`src/hdl/sid_pkg.sv`:
```
// Shared types and constants for the signed 16-bit to decimal text converter.
package sid_pkg;

    localparam int VALUE_W    = 16;
    localparam int CHAR_W     = 6;
    localparam int DIGIT_W    = 4;
    localparam int NUM_DIGITS = 5;
    localparam int MAX_CHARS  = 6;
    localparam int PROD_W     = 32;
    localparam int RECIP_SHIFT = 19;

    localparam logic [VALUE_W-1:0] RECIP_TEN  = 16'hCCCD;
    localparam logic [CHAR_W-1:0]  CHAR_ZERO  = 6'd48;
    localparam logic [CHAR_W-1:0]  CHAR_MINUS = 6'd45;
    localparam logic [DIGIT_W-1:0] RADIX      = 4'd10;

    typedef struct packed {
        logic                                neg;
        logic [VALUE_W-1:0]                  quot;
        logic [NUM_DIGITS-1:0][DIGIT_W-1:0]  digits;
    } t_conv;

endpackage

```
`src/hdl/sid_front.sv`:
```
// Input stage: sign capture and magnitude of the incoming value.
module sid_front (
    input  logic                          i_clk,
    input  logic                          i_rst_n,
    input  logic                          i_valid,
    output logic                          o_stall,
    input  logic signed [sid_pkg::VALUE_W-1:0] i_value,
    output logic                          o_valid,
    input  logic                          i_stall,
    output sid_pkg::t_conv                o_data
);
    import sid_pkg::*;

    logic  r_valid;
    t_conv r_data;
    t_conv n_data;

    assign o_stall = r_valid && i_stall;

    always_comb begin
        n_data.neg    = i_value[VALUE_W-1];
        n_data.quot   = i_value[VALUE_W-1] ? (~i_value + 16'd1) : i_value;
        n_data.digits = '0;
    end

    always_ff @(posedge i_clk) begin
        if (!i_rst_n) begin
            r_valid <= 1'b0;
        end else if (!o_stall) begin
            r_valid <= i_valid;
        end
    end

    always_ff @(posedge i_clk) begin
        if (!o_stall && i_valid) begin
            r_data <= n_data;
        end
    end

    assign o_valid = r_valid;
    assign o_data  = r_data;

endmodule

```
`src/hdl/sid_div_stage.sv`:
```
// One pipeline stage: divide the running quotient by ten and keep one digit.
module sid_div_stage #(
    parameter int DIGIT_IDX = 0
) (
    input  logic           i_clk,
    input  logic           i_rst_n,
    input  logic           i_valid,
    output logic           o_stall,
    input  sid_pkg::t_conv i_data,
    output logic           o_valid,
    input  logic           i_stall,
    output sid_pkg::t_conv o_data
);
    import sid_pkg::*;

    logic               r_valid;
    t_conv              r_data;
    t_conv              n_data;
    logic [PROD_W-1:0]  v_prod;
    logic [VALUE_W-1:0] v_quot;
    logic [VALUE_W-1:0] v_times_ten;
    logic [VALUE_W-1:0] v_rem;

    assign o_stall = r_valid && i_stall;

    always_comb begin
        v_prod      = i_data.quot * RECIP_TEN;
        v_quot      = {3'b000, v_prod[PROD_W-1:RECIP_SHIFT]};
        v_times_ten = {v_quot[VALUE_W-4:0], 3'b000} + {v_quot[VALUE_W-2:0], 1'b0};
        v_rem       = i_data.quot - v_times_ten;
        n_data                    = i_data;
        n_data.quot               = v_quot;
        n_data.digits[DIGIT_IDX]  = v_rem[DIGIT_W-1:0];
    end

    always_ff @(posedge i_clk) begin
        if (!i_rst_n) begin
            r_valid <= 1'b0;
        end else if (!o_stall) begin
            r_valid <= i_valid;
        end
    end

    always_ff @(posedge i_clk) begin
        if (!o_stall && i_valid) begin
            r_data <= n_data;
        end
    end

    assign o_valid = r_valid;
    assign o_data  = r_data;

endmodule

```
`src/hdl/sid_serializer.sv`:
```
// Character builder and output register: one output item per character of each accepted value.
module sid_serializer (
    input  logic                        i_clk,
    input  logic                        i_rst_n,
    input  logic                        i_valid,
    output logic                        o_stall,
    input  sid_pkg::t_conv              i_data,
    output logic                        o_valid,
    input  logic                        i_stall,
    output logic [sid_pkg::CHAR_W-1:0]  o_char_code,
    output logic                        o_last_char
);
    import sid_pkg::*;

    logic                           r_busy;
    logic [2:0]                     r_pos;
    logic [2:0]                     r_cnt;
    logic [MAX_CHARS-1:0][CHAR_W-1:0] r_chars;
    logic                           r_out_valid;
    logic [CHAR_W-1:0]              r_out_char;
    logic                           r_out_last;

    logic [MAX_CHARS-1:0][CHAR_W-1:0] n_chars;
    logic [2:0]                     n_cnt;
    logic [2:0]                     v_nd;
    logic [2:0]                     v_j;
    logic [2:0]                     v_k;
    logic                           out_free;
    logic                           emit;
    logic                           emit_last;
    logic                           take;

    assign out_free  = !r_out_valid || !i_stall;
    assign emit      = r_busy && out_free;
    assign emit_last = emit && (r_pos == (r_cnt - 3'd1));
    assign o_stall   = r_busy && !emit_last;
    assign take      = i_valid && !o_stall;

    always_comb begin
        v_nd = 3'd1;
        for (int k = 1; k < NUM_DIGITS; k++) begin
            if (i_data.digits[k] != '0) begin
                v_nd = 3'(k + 1);
            end
        end
        n_cnt = v_nd + {2'b00, i_data.neg};
        for (int p = 0; p < MAX_CHARS; p++) begin
            v_j = 3'(p) - {2'b00, i_data.neg};
            v_k = v_nd - 3'd1 - v_j;
            if (i_data.neg && (p == 0)) begin
                n_chars[p] = CHAR_MINUS;
            end else if (v_k < 3'(NUM_DIGITS)) begin
                n_chars[p] = CHAR_ZERO + {2'b00, i_data.digits[v_k]};
            end else begin
                n_chars[p] = CHAR_ZERO;
            end
        end
    end

    always_ff @(posedge i_clk) begin
        if (!i_rst_n) begin
            r_busy      <= 1'b0;
            r_pos       <= '0;
            r_cnt       <= '0;
            r_out_valid <= 1'b0;
        end else begin
            if (take) begin
                r_busy <= 1'b1;
                r_pos  <= '0;
                r_cnt  <= n_cnt;
            end else if (emit_last) begin
                r_busy <= 1'b0;
            end else if (emit) begin
                r_pos <= r_pos + 3'd1;
            end
            if (out_free) begin
                r_out_valid <= emit;
            end
        end
    end

    always_ff @(posedge i_clk) begin
        if (take) begin
            r_chars <= n_chars;
        end
        if (emit) begin
            r_out_char <= r_chars[r_pos];
            r_out_last <= (r_pos == (r_cnt - 3'd1));
        end
    end

    assign o_valid     = r_out_valid;
    assign o_char_code = r_out_char;
    assign o_last_char = r_out_last;

    a_pos_in_range: assert property (@(posedge i_clk) disable iff (!i_rst_n)
        r_busy |-> (r_pos < r_cnt))
        else $error("character position beyond count");

    a_cnt_range: assert property (@(posedge i_clk) disable iff (!i_rst_n)
        r_busy |-> ((r_cnt != 3'd0) && (r_cnt <= 3'(MAX_CHARS))))
        else $error("character count out of range");

    a_char_legal: assert property (@(posedge i_clk) disable iff (!i_rst_n)
        r_out_valid |-> ((r_out_char == CHAR_MINUS) ||
                         ((r_out_char >= CHAR_ZERO) && (r_out_char <= CHAR_ZERO + 6'd9))))
        else $error("illegal character code");

    a_minus_not_last: assert property (@(posedge i_clk) disable iff (!i_rst_n)
        (r_out_valid && (r_out_char == CHAR_MINUS)) |-> !r_out_last)
        else $error("minus sign flagged as last character");

endmodule

```
`src/hdl/signed_int16_to_decimal_ascii_core.sv`:
```
// Top level of the signed 16-bit to decimal ASCII converter.
// Each accepted item is a signed 16-bit value; its decimal text leaves as one item per
// character, most significant first, with '-' ahead of negative values, no leading zeros,
// and o_last_char set on the final character (-32768 prints in full). A value passes a
// magnitude stage and five divide-by-ten stages (one reciprocal multiply each), each registered,
// before the character builder, which registers its characters and then the output register. The
// single output port moves one character per cycle while i_stall is low, and a value's text takes
// one to six characters; back to back values stream without gaps.
module signed_int16_to_decimal_ascii_core (
    input  logic                               i_clk,
    input  logic                               i_rst_n,
    input  logic                               i_valid,
    output logic                               o_stall,
    input  logic signed [sid_pkg::VALUE_W-1:0] i_value,
    output logic                               o_valid,
    input  logic                               i_stall,
    output logic [sid_pkg::CHAR_W-1:0]         o_char_code,
    output logic                               o_last_char
);
    import sid_pkg::*;

    logic  [NUM_DIGITS:0] stg_valid;
    logic  [NUM_DIGITS:0] stg_stall;
    t_conv                stg_data [NUM_DIGITS+1];

    sid_front u_front (
        .i_clk   (i_clk),
        .i_rst_n (i_rst_n),
        .i_valid (i_valid),
        .o_stall (o_stall),
        .i_value (i_value),
        .o_valid (stg_valid[0]),
        .i_stall (stg_stall[0]),
        .o_data  (stg_data[0])
    );

    for (genvar g = 0; g < NUM_DIGITS; g++) begin : g_div
        sid_div_stage #(
            .DIGIT_IDX (g)
        ) u_div (
            .i_clk   (i_clk),
            .i_rst_n (i_rst_n),
            .i_valid (stg_valid[g]),
            .o_stall (stg_stall[g]),
            .i_data  (stg_data[g]),
            .o_valid (stg_valid[g+1]),
            .i_stall (stg_stall[g+1]),
            .o_data  (stg_data[g+1])
        );
    end

    sid_serializer u_ser (
        .i_clk       (i_clk),
        .i_rst_n     (i_rst_n),
        .i_valid     (stg_valid[NUM_DIGITS]),
        .o_stall     (stg_stall[NUM_DIGITS]),
        .i_data      (stg_data[NUM_DIGITS]),
        .o_valid     (o_valid),
        .i_stall     (i_stall),
        .o_char_code (o_char_code),
        .o_last_char (o_last_char)
    );

endmodule
```
`config.mk`:
```
export PLATFORM = sky130hd
export DESIGN_NAME = signed_int16_to_decimal_ascii_core
export DESIGN_NICKNAME = d
export VERILOG_FILES = /design/src/hdl/sid_pkg.sv /design/src/hdl/sid_front.sv /design/src/hdl/sid_div_stage.sv /design/src/hdl/sid_serializer.sv /design/src/hdl/signed_int16_to_decimal_ascii_core.sv
export SDC_FILE = /design/constraint.sdc
export NUM_CORES = 1
export LEC_CHECK = 0
export BUFFER_PORTS_ARGS = -buffer_cell sky130_fd_sc_hd__buf_2
export CORE_ASPECT_RATIO = 0.6
export CORE_UTILIZATION = 55
export DETAILED_ROUTE_END_ITERATION = 10
export PLACE_DENSITY = 0.67
export SYNTH_ARGS = -nofsm -noshare
export SYNTH_HDL_FRONTEND = slang
export SYNTH_HIERARCHICAL = 1
export SYNTH_SLANG_ARGS = --single-unit
```
`constraint.sdc`:
```
create_clock -name i_clk -period 19.36 [get_ports i_clk]
set_clock_uncertainty 0.15 [all_clocks]
set_input_delay 0.968 -clock i_clk [delete_from_list [all_inputs] [get_ports i_clk]]
set_output_delay 0.968 -clock i_clk [all_outputs]
set_load 0.02 [all_outputs]
```
==> flow_summary.ini <==
[setup_path]
crit_path_end_kind = register
worstSetupPathType = register to register
path_cells = ha_1 > inv_1 > fa_1 > inv_1 > fa_1 > fa_1 > fa_1 > fa_1 > ha_1 > a21oi_1 > o211ai_1 > and3_1 > a2111o_2 > a31o_4 > a21oi_4 > o21bai_1 > xor2_1
crit_fanout = 6
critPathMaxStageDelay_ps = 560
rrSetupSlack_ps = 12510
reg2reg_to = g_div[0].u_div/o_data[26]
cp_slowest_cell = edfxtp_1
worst-path-buf-inv = 2
ff2ff_path_depth = 17
cpLargestDelayFamily = adder cells
timing.rr.start = u_front/o_data[23]
required_ps = 19410
crit_top_cell = fa_1
worstPathArrival_ps = 6900
startpoint_type = register

[min_path]
hp-start = g_div[3].u_div/o_data[1]
whs_path_depth = 0
hold_path_end = g_div[4].u_div/o_data[1]
hold_path_class = register to register

[drt]
drt_wl_total_um = 67360
viasPerCell = 5.386
routedWlPerCell_um = 19.85
antenna_left = 0
drt_iter0_markers = 1244
vias = 18270
drc = 0
dr.pass1.iters = 6

[die]
pin_count = 29
start_util_pct = 56.27
die-area_um2 = 53630
rows = 64
die_h_um = 179.8
dieWidth_um = 298.3
fp.coreArea_um2 = 51490

[sta]
hold_viol = 0
max_freq_mhz = 146.1
tightest_slew_ps = 1190
slew_violations = 0
post-route-period-util_pct = 35.36
tns_ps = 0
hold_slack_ps = 257.3
slew_headroom_pct = 20.30
period_needed_ps = 6846
finalSetupViolations = 0
rsz0062_at_grt = no

[clocking]
ctsHoldBuffers = 0
cts.repair.resized = 0
clock_latency_ps = 460
ctsHtreeMaxLevel = 4
numCtsBuffers = 17
cts_setup_buffers = 0
cts_tree = built
cts.path.max_buffers = 2
cts.clk_slew.worst_paths_ps = 80
cts.sinks = 180
root_buffer = clkbuf_16

[cells_and_area]
multi_input_area_um2 = 20740
n_antenna_cell = 0
nNetsFinal = 3730
drive_above_1_share_pct = 5.556
area_growth_pct = 5.251
seq_area_um2 = 5265
fillers = 4265

[logic_synthesis]
syn-instance-count = 2656
yosys_warnings = 6
synth_area_per_cell_um2 = 10.91
netlist_area_um2 = 28970

[global_routing]
grt_pass1_vias = 19400
use_met2_pct = 34.07
grt_max_degree = 31
met3_usage_pct = 6.212
grt.total_usage_pct = 26.40
grt_pass1_wl_um = 108500
grt_antenna_before_repair = 0
top_usage_layer = met1
gr-total-overflow = 0
met1_usage_pct = 44.56

[placement]
dp_hpwl_um = 59270
gp_congestion = 0.9686
port_buffers = 28

[run_status]
status = completed

[run]
cap_violations = 0
## how the worst max path moves through the flow
stage,from,end,slack (ps),cells after the start
6_report,u_front/o_data[23],g_div[0].u_div/o_data[26],12510,17
5_1_grt,u_front/o_data[23],g_div[0].u_div/o_data[26],12350,17
4_1_cts,u_front/o_data[23],g_div[0].u_div/o_data[26],12650,17
3_5_place_dp,u_front/o_data[23],g_div[0].u_div/o_data[26],12680,17
3_3_place_gp,u_front/o_data[23],g_div[0].u_div/o_data[26],12760,17
2_1_floorplan,u_front/o_data[23],g_div[0].u_div/o_data[26],13310,19
## cells in the final DEF (no fill, tap or decap), types with 5 or more instances in the layout
| cell | count |
|---|---|
| a211oi_1 | 9 |
| a21o_1 | 28 |
| a21oi_1 | 65 |
| a21oi_2 | 5 |
| a31oi_1 | 10 |
| and2_1 | 10 |
| and3_1 | 12 |
| buf_2 | 28 |
| clkbuf_16 | 17 |
| clkinv_8 | 5 |
| conb_1 | 12 |
| dfxtp_1 | 14 |
| edfxtp_1 | 166 |
| fa_1 | 388 |
| ha_1 | 635 |
| inv_1 | 761 |
| mux2_2 | 12 |
| mux2i_1 | 21 |
| mux4_2 | 12 |
| nand2_1 | 64 |
| nand2b_1 | 7 |
| nand3_1 | 20 |
| nand4_1 | 15 |
| nor2_1 | 35 |
| nor2b_1 | 15 |
| nor2b_2 | 5 |
| nor3_1 | 8 |
| nor4_1 | 8 |
| o211ai_1 | 9 |
| o21a_1 | 17 |
| o21ai_0 | 34 |
| o21ai_1 | 9 |
| o21ai_2 | 5 |
| o22ai_1 | 12 |
| o41ai_2 | 6 |
| xnor2_1 | 80 |
| xor2_1 | 41 |
## stage by stage
stage	instance area, um^2	cells	setup WS, ps	util (%)
6_report	30490	3393	12510	59.22
5_1_grt	30490	3393	12350	59.22
4_1_cts	30490	3393	12650	59.22
3_5_place_dp	29890	3361	12680	58.05
3_3_place_gp	29890	3361	12760	58.05
2_1_floorplan	29000	2664	13310	-
## metal layers
| metal | part of all wire (%) | up-vias |
|---|---|---|
| met3 | 8.0 | 23 |
| met2 | 37 | 491 |
| li1 | - | 8641 |
| met1 | 54 | 9119 |
| met4 | 0.48 | 0 |
| met5 | 0 | - |
## sequential cells by signal, indices dropped and copies added (netlist names)
register and flops:
u_front/o_data 17, u_ser/r_pos 3, u_ser/o_char_code 6, g_div.u_div/o_valid 5, u_ser/o_valid 1, u_front/o_valid 1, u_ser/r_busy 1, u_ser/r_cnt 3
g_div.u_div/o_data 117, u_ser/r_chars 25, u_ser/o_last_char 1
## area by class of cell
type / count / area share, %
Timing Repair Buffer: 31 / 0.5334
Tap cell: 693 / 2.843
Sequential cell: 180 / 17.27
Inverter: 761 / 9.367
Multi-Input combinational cell: 1696 / 68.01
Clock inverter: 14 / 0.5744
Clock buffer: 18 / 1.407
Power is not shown: default switching activity piles up to over one toggle a cycle in this logic, so the estimate is an artifact.
